--- src/rtl/asad_pkg.sv ---
// Shared types and constants for the sorting collector.
`timescale 1ns / 1ps
package asad_pkg;

   localparam int unsigned VALUE_W = 32;

   typedef logic signed [VALUE_W-1:0] value_type;

   typedef enum logic [1:0] {
      CELL_HOLD,
      CELL_INSERT,
      CELL_SHIFT_DOWN,
      CELL_SHIFT_UP
   } cell_op_type;

   typedef enum logic [1:0] {
      ST_LOAD,
      ST_EMIT_ASC,
      ST_ALIGN,
      ST_EMIT_DESC
   } state_type;

   typedef struct packed {
      cell_op_type op;
      value_type   key;
   } cell_ctl_type;

   typedef struct packed {
      value_type value;
      logic      occ;
      logic      gt;
   } cell_link_type;

endpackage

--- src/rtl/asad_req_if.sv ---
// Request channel: one element of a set per request.
`timescale 1ns / 1ps
interface asad_req_if;
   logic                valid;
   logic                ready;
   asad_pkg::value_type value_in;
   logic                last_in;

   modport source (output valid, output value_in, output last_in, input ready);
   modport sink (input valid, input value_in, input last_in, output ready);
endinterface

--- src/rtl/asad_rsp_if.sv ---
// Response channel: one sorted element per response.
`timescale 1ns / 1ps
interface asad_rsp_if;
   logic                valid;
   logic                ready;
   asad_pkg::value_type sorted_value;
   logic                last_out;
   logic                dropped;

   modport source (output valid, output sorted_value, output last_out, output dropped,
                   input ready);
   modport sink (input valid, input sorted_value, input last_out, input dropped,
                 output ready);
endinterface

--- src/rtl/asad_cell.sv ---
// One cell of the sorting chain: holds a value and trades it with its neighbours.
`timescale 1ns / 1ps
module asad_cell (
   input  logic                    clock,
   input  logic                    reset,
   input  asad_pkg::cell_ctl_type  ctl,
   input  asad_pkg::cell_link_type below,
   input  asad_pkg::cell_link_type above,
   output asad_pkg::cell_link_type link
);

   asad_pkg::value_type value_ff, value_in;
   logic                occ_ff, occ_in;
   logic                gt;

   assign gt = !occ_ff || (value_ff > ctl.key);

   always_comb begin
      value_in = value_ff;
      occ_in   = occ_ff;
      case (ctl.op)
         asad_pkg::CELL_INSERT: begin
            if (gt) begin
               value_in = below.gt ? below.value : ctl.key;
               occ_in   = occ_ff | below.occ;
            end
         end
         asad_pkg::CELL_SHIFT_DOWN: begin
            value_in = above.value;
            occ_in   = above.occ;
         end
         asad_pkg::CELL_SHIFT_UP: begin
            value_in = below.value;
            occ_in   = below.occ;
         end
         default: begin
            value_in = value_ff;
            occ_in   = occ_ff;
         end
      endcase
   end

   always_ff @(posedge clock) begin
      if (reset) begin
         occ_ff <= 1'b0;
      end else begin
         occ_ff <= occ_in;
      end
   end

   always_ff @(posedge clock) begin
      value_ff <= value_in;
   end

   assign link.value = value_ff;
   assign link.occ   = occ_ff;
   assign link.gt    = gt;

endmodule

--- src/rtl/array_sort_asc_desc.sv ---
// Top level of the sorting collector: cell chain, sequencer and response register.
`timescale 1ns / 1ps
// Collects a set of signed 32-bit values, one per request, into a chain of DEPTH
// cells that keeps them in ascending order as they arrive; ready stays high
// while loading. Requests beyond DEPTH are discarded and flagged on every
// response of the set. The request marked last starts the emission: ascending
// order streams out of the bottom cell at one response per cycle while
// responses are taken; descending order first shifts the chain up until the top
// cell is full (DEPTH minus the number of values held shifts) and then streams
// out of the top cell at one response per cycle while responses are taken. The
// order bit is sampled when the last request is accepted. No request is taken
// from the last request of a set until the final response is in the output reg.
module array_sort_asc_desc #(
   parameter int unsigned DEPTH = 16
) (
   input  logic              clock,
   input  logic              reset,
   input  logic              csr_wr_en,
   input  logic              csr_wr_data,
   asad_req_if.sink          req_if,
   asad_rsp_if.source        rsp_if
);

   localparam int unsigned CNT_W = $clog2(DEPTH + 1);
   localparam logic [CNT_W-1:0] CNT_FULL = CNT_W'(DEPTH);
   localparam logic [CNT_W-1:0] CNT_ONE  = CNT_W'(1);

   asad_pkg::state_type     state_ff, state_in;
   logic [CNT_W-1:0]        fill_count_ff, fill_count_in;
   logic                    overflow_ff, overflow_in;
   logic                    desc_ff;
   logic                    rsp_valid_ff, rsp_valid_in;
   asad_pkg::value_type     rsp_value_ff;
   logic                    rsp_last_ff;
   logic                    rsp_dropped_ff;

   asad_pkg::cell_ctl_type  ctl;
   asad_pkg::cell_link_type link [DEPTH];
   asad_pkg::cell_link_type bottom_link, top_link;
   logic [DEPTH-1:0]        occ_vec;

   logic accept, full, take, rsp_load, final_load;
   asad_pkg::value_type emit_value;

   assign accept     = req_if.valid && req_if.ready;
   assign full       = (fill_count_ff == CNT_FULL);
   assign take       = !rsp_valid_ff || rsp_if.ready;
   assign final_load = rsp_load && (fill_count_ff == CNT_ONE);

   // the chain
   always_comb begin
      bottom_link.value = '0;
      bottom_link.occ   = (ctl.op == asad_pkg::CELL_INSERT);
      bottom_link.gt    = 1'b0;
      top_link.value    = '0;
      top_link.occ      = 1'b0;
      top_link.gt       = 1'b1;
   end

   for (genvar i = 0; i < DEPTH; i++) begin : g_cell
      asad_cell u_cell (
         .clock (clock),
         .reset (reset),
         .ctl   (ctl),
         .below ((i == 0) ? bottom_link : link[(i == 0) ? 0 : i - 1]),
         .above ((i == DEPTH - 1) ? top_link : link[(i == DEPTH - 1) ? i : i + 1]),
         .link  (link[i])
      );
      assign occ_vec[i] = link[i].occ;
   end

   // next state
   always_comb begin
      state_in = state_ff;
      case (state_ff)
         asad_pkg::ST_LOAD: begin
            if (accept && req_if.last_in) begin
               state_in = desc_ff ? asad_pkg::ST_ALIGN : asad_pkg::ST_EMIT_ASC;
            end
         end
         asad_pkg::ST_EMIT_ASC: begin
            if (final_load) begin
               state_in = asad_pkg::ST_LOAD;
            end
         end
         asad_pkg::ST_ALIGN: begin
            if (link[DEPTH-1].occ) begin
               state_in = asad_pkg::ST_EMIT_DESC;
            end
         end
         asad_pkg::ST_EMIT_DESC: begin
            if (final_load) begin
               state_in = asad_pkg::ST_LOAD;
            end
         end
         default: begin
            state_in = asad_pkg::ST_LOAD;
         end
      endcase
   end

   // outputs of the sequencer
   always_comb begin
      req_if.ready = 1'b0;
      ctl.op       = asad_pkg::CELL_HOLD;
      ctl.key      = req_if.value_in;
      rsp_load     = 1'b0;
      emit_value   = link[0].value;
      case (state_ff)
         asad_pkg::ST_LOAD: begin
            req_if.ready = 1'b1;
            if (req_if.valid && !full) begin
               ctl.op = asad_pkg::CELL_INSERT;
            end
         end
         asad_pkg::ST_EMIT_ASC: begin
            if (take) begin
               ctl.op   = asad_pkg::CELL_SHIFT_DOWN;
               rsp_load = 1'b1;
            end
         end
         asad_pkg::ST_ALIGN: begin
            if (!link[DEPTH-1].occ) begin
               ctl.op = asad_pkg::CELL_SHIFT_UP;
            end
         end
         asad_pkg::ST_EMIT_DESC: begin
            emit_value = link[DEPTH-1].value;
            if (take) begin
               ctl.op   = asad_pkg::CELL_SHIFT_UP;
               rsp_load = 1'b1;
            end
         end
         default: begin
            req_if.ready = 1'b0;
         end
      endcase
   end

   always_comb begin
      fill_count_in = fill_count_ff;
      overflow_in   = overflow_ff;
      if (accept && !full) begin
         fill_count_in = fill_count_ff + CNT_ONE;
      end
      if (accept && full) begin
         overflow_in = 1'b1;
      end
      if (rsp_load) begin
         fill_count_in = fill_count_ff - CNT_ONE;
      end
      if (final_load) begin
         overflow_in = 1'b0;
      end
      if (rsp_load) begin
         rsp_valid_in = 1'b1;
      end else if (rsp_if.ready) begin
         rsp_valid_in = 1'b0;
      end else begin
         rsp_valid_in = rsp_valid_ff;
      end
   end

   always_ff @(posedge clock) begin
      if (reset) begin
         state_ff      <= asad_pkg::ST_LOAD;
         fill_count_ff <= '0;
         overflow_ff   <= 1'b0;
         desc_ff       <= 1'b0;
         rsp_valid_ff  <= 1'b0;
      end else begin
         state_ff      <= state_in;
         fill_count_ff <= fill_count_in;
         overflow_ff   <= overflow_in;
         rsp_valid_ff  <= rsp_valid_in;
         if (csr_wr_en) begin
            desc_ff <= csr_wr_data;
         end
      end
   end

   always_ff @(posedge clock) begin
      if (rsp_load) begin
         rsp_value_ff   <= emit_value;
         rsp_last_ff    <= (fill_count_ff == CNT_ONE);
         rsp_dropped_ff <= overflow_ff;
      end
   end

   assign rsp_if.valid        = rsp_valid_ff;
   assign rsp_if.sorted_value = rsp_value_ff;
   assign rsp_if.last_out     = rsp_last_ff;
   assign rsp_if.dropped      = rsp_dropped_ff;

   a_count_matches_cells : assert property (@(posedge clock) disable iff (reset)
      $countones(occ_vec) == 32'(fill_count_ff))
      else $error("fill count disagrees with occupied cells");

   a_fill_bounded : assert property (@(posedge clock) disable iff (reset)
      fill_count_ff <= CNT_FULL)
      else $error("fill count beyond capacity");

   a_packed_low : assert property (@(posedge clock) disable iff (reset)
      (state_ff == asad_pkg::ST_LOAD || state_ff == asad_pkg::ST_EMIT_ASC)
         |-> ((occ_vec & (occ_vec + DEPTH'(1))) == '0))
      else $error("occupied cells not packed at the bottom");

   a_emit_nonempty : assert property (@(posedge clock) disable iff (reset)
      (state_ff == asad_pkg::ST_EMIT_ASC || state_ff == asad_pkg::ST_EMIT_DESC
         || state_ff == asad_pkg::ST_ALIGN) |-> (fill_count_ff != '0))
      else $error("emission with an empty chain");

   a_drop_clear : assert property (@(posedge clock) disable iff (reset)
      final_load |=> !overflow_ff)
      else $error("drop flag survives the end of a set");

endmodule
--- src/flat_wrapper.sv ---
// flat-port wrapper written by rule: the top's interface ports become plain ports
module array_sort_asc_desc_flat 
#(
   parameter int unsigned DEPTH = 16
)
  (clock, reset, csr_wr_en, csr_wr_data, req_if_valid, req_if_value_in, req_if_last_in, req_if_ready, rsp_if_valid, rsp_if_sorted_value, rsp_if_last_out, rsp_if_dropped, rsp_if_ready);
  asad_req_if req_if_i ();
  asad_rsp_if rsp_if_i ();
  input  logic clock;
  input  logic reset;
  input  logic csr_wr_en;
  input  logic csr_wr_data;
  input wire logic [$bits(req_if_i.valid)-1:0] req_if_valid;
  input wire logic [$bits(req_if_i.value_in)-1:0] req_if_value_in;
  input wire logic [$bits(req_if_i.last_in)-1:0] req_if_last_in;
  output wire logic [$bits(req_if_i.ready)-1:0] req_if_ready;
  output wire logic [$bits(rsp_if_i.valid)-1:0] rsp_if_valid;
  output wire logic [$bits(rsp_if_i.sorted_value)-1:0] rsp_if_sorted_value;
  output wire logic [$bits(rsp_if_i.last_out)-1:0] rsp_if_last_out;
  output wire logic [$bits(rsp_if_i.dropped)-1:0] rsp_if_dropped;
  input wire logic [$bits(rsp_if_i.ready)-1:0] rsp_if_ready;
  assign req_if_i.valid = req_if_valid;
  assign req_if_i.value_in = req_if_value_in;
  assign req_if_i.last_in = req_if_last_in;
  assign req_if_ready = req_if_i.ready;
  assign rsp_if_valid = rsp_if_i.valid;
  assign rsp_if_sorted_value = rsp_if_i.sorted_value;
  assign rsp_if_last_out = rsp_if_i.last_out;
  assign rsp_if_dropped = rsp_if_i.dropped;
  assign rsp_if_i.ready = rsp_if_ready;
  array_sort_asc_desc #(.DEPTH(DEPTH)) u_core (.clock(clock), .reset(reset), .csr_wr_en(csr_wr_en), .csr_wr_data(csr_wr_data), .req_if(req_if_i), .rsp_if(rsp_if_i));
endmodule
--- config.mk ---
export PLATFORM = sky130hd
export DESIGN_NAME = array_sort_asc_desc_flat
export DESIGN_NICKNAME = d
export VERILOG_FILES = /design/src/rtl/asad_pkg.sv /design/src/rtl/asad_req_if.sv /design/src/rtl/asad_rsp_if.sv /design/src/rtl/asad_cell.sv /design/src/rtl/array_sort_asc_desc.sv /design/src/flat_wrapper.sv
export SDC_FILE = /design/constraint.sdc
export NUM_CORES = 2
export LEC_CHECK = 0
export BUFFER_PORTS_ARGS = -buffer_cell sky130_fd_sc_hd__buf_2
export CAP_MARGIN = 25
export CORE_MARGIN = 2
export CORE_UTILIZATION = 25
export CTS_CLUSTER_SIZE = 8
export DETAILED_ROUTE_END_ITERATION = 10
export GPL_ROUTABILITY_DRIVEN = 0
export PLACE_DENSITY = 0.46
export SLEW_MARGIN = 20
export SYNTH_ARGS = -nofsm -noshare
export SYNTH_HDL_FRONTEND = slang
export SYNTH_HIERARCHICAL = 1
export SYNTH_SLANG_ARGS = --single-unit
--- constraint.sdc ---
create_clock -name clock -period 6 [get_ports clock]
set_input_delay 1.2 -clock clock [delete_from_list [all_inputs] [get_ports clock]]
set_output_delay 1.2 -clock clock [all_outputs]
set_load 0.02 [all_outputs]
==> results.json <==
{
  "vias": 38386,
  "core_um2": 185200,
  "initial_core_util_pct": 25.11,
  "worst_skew_pair.late_latency_ps": 700,
  "grt_pass1_vias": 36439,
  "dpl.hpwl_um": 126700,
  "vias_per_cell": 5.055,
  "cts_resized": 0,
  "synthesis.area_um2": 46520,
  "grt.total_usage_pct": 17.43,
  "rows": 158,
  "die_w_um": 435.4,
  "skew_ps": 31.15,
  "worstPathMaxFanout": 33,
  "pre_cts_ws_ps": 527.7,
  "postCtsSetupBuffers": 0,
  "fp.dieH_um": 435.4,
  "syn_to_final_growth_pct": 13.82,
  "dr.pass1.iters": 5,
  "port_buffers": 74,
  "clk_pin_slew_ps": 60,
  "use_met2_pct": 30.58,
  "powerDensity_nw_per_um2": 402.3,
  "maxSlewViolCount": 0,
  "cts_tree": "built",
  "ir_drop_mv": 0.1924,
  "setup_tns_ps": 0,
  "setup-violations-final": 0,
  "max_slew_margin_pct": 27.83,
  "power_mw": 21.30,
  "drt_wl_total_um": 170900,
  "grt_setup_unrepaired": "no",
  "fill_cells": 19553,
  "worst_slew_pin_slew_ps": 1083,
  "synth_area_per_cell_um2": 9.262,
  "hold_path.class": "reg2reg",
  "grt_util_met1_pct": 22.53,
  "drcViolationCount": 0,
  "grt_max_degree": 211,
  "timing.final.crit_share_pct": 79.22,
  "diodes": 0,
  "root_buffer": "clkbuf_16",
  "die_area_um2": 189500,
  "cts-htree-levels": 3,
  "regArea_um2": 16920,
  "grt_busiest_layer": "met2",
  "worst_setup_path_end_kind": "flip-flop",
  "grt_antenna_before_repair": 10,
  "layout-drive-gt1-share_pct": 7.978,
  "numCtsBuffers": 84,
  "cts_sinks": 572,
  "worstPathRequired_ps": 6430,
  "fin_ws_ps": 1247,
  "drt_iter0_drc": 2676,
  "syn_inst": 5022,
  "status": "finished clean",
  "ys_warn_count": 6,
  "grtUsageMet3_pct": 2.033,
  "cts_hold_buf": 0,
  "wl_per_cell_um": 22.51,
  "drt.antenna.violating_nets": 0,
  "max_freq_mhz": 210.4,
  "hold_viol_final": 0,
  "gr-total-overflow": 0,
  "multi_input_area_um2": 26620,
  "cp-start-kind": "input port",
  "fin_crit_ps": 4753,
  "critPathArrivalTime_ps": 5190,
  "p_leak_nw": 21.88,
  "crit_type": "in2reg",
  "clockBufferDepth": 3,
  "grt_pass1_wl_um": 248800,
  "cap_violations": 0,
  "nets": 5624,
  "io_pins": 75
}
worst max-delay path: stages:
cell and delay [ps]:
buf_2 390, buf_4 210, inv_1 60, ha_1 300
a21oi_1 130, o21ai_0 120, a221oi_1 840, nor3_1 140
buf_4 180, nor4_1 720, o21ai_4 150, buf_4 270
buf_4 190, a211oi_1 190, a21oi_1 60
sequential cells by signal, indices dropped and copies added (netlist names):
name                           count
u_core/g_cell.u_cell/value_ff    512
u_core/rsp_if.sorted_value        32
u_core/g_cell.u_cell/occ_ff       16
u_core/fill_count_ff               5
u_core/state_ff                    2
u_core/desc_ff                     1
u_core/overflow_ff                 1
u_core/rsp_if.dropped              1
u_core/rsp_if.last_out             1
u_core/rsp_if.valid                1
power by group:
part / switching (mW) / internal [mW] / leakage, nW
clock: 1.95 / 2.63 / 1.15
combinational: 4.29 / 3.29 / 15.2
sequential: 2.54 / 6.60 / 5.53
total: 8.78 / 12.5 / 21.9
metal layers:
metal / wire [µm] / up-vias
met3: 6971 / 247
li1: - / 18599
met5: 0 / -
met2: 84150 / 904
met1: 75180 / 18636
met4: 4630 / 0
placed cells by master, fill, tap and decap left out, types with 52 or more instances in the layout:
| master | count |
|---|---|
| a211oi_1 | 528 |
| a21oi_1 | 697 |
| buf_2 | 74 |
| buf_4 | 101 |
| clkbuf_16 | 86 |
| conb_1 | 97 |
| edfxtp_1 | 546 |
| ha_1 | 515 |
| inv_1 | 560 |
| mux2i_1 | 514 |
| nand2_1 | 101 |
| nand3_1 | 84 |
| nand4_1 | 82 |
| nor2_1 | 562 |
| nor3_1 | 52 |
per-stage QoR:
step	utilization, %	std cells	hold slack [ps]	area, µm²
6_report	28.58	7594	433.7	52950
5_1_grt	28.58	7594	451.6	52950
4_1_cts	28.57	7593	437.3	52920
3_5_place_dp	27.29	7463	428.6	50540
3_3_place_gp	27.29	7463	424.1	50540
2_1_floorplan	-	5118	409.0	46880
cell type report:
cell class                 count  area share, %
clock inverter                 9         0.1371
sequential                   572          31.95
multi-input combinational   3627          50.28
tap                         2480          5.861
timing repair buffer         206          3.318
clock buffer                 121          4.351
inverter                     579          4.105
final timing paths:
path,start,to,slack (ps),cells past startpoint
max,req_if_value_in[7],u_core/g_cell[13].u_cell/value_ff[0],1250,15
min,u_core/overflow_ff,u_core/rsp_if.dropped,430,0
max reg2reg,u_core/g_cell[12].u_cell/value_ff[7],u_core/g_cell[13].u_cell/value_ff[0],1910,12
min reg2reg,u_core/overflow_ff,u_core/rsp_if.dropped,430,0
Power figures use the tool's default switching activity.
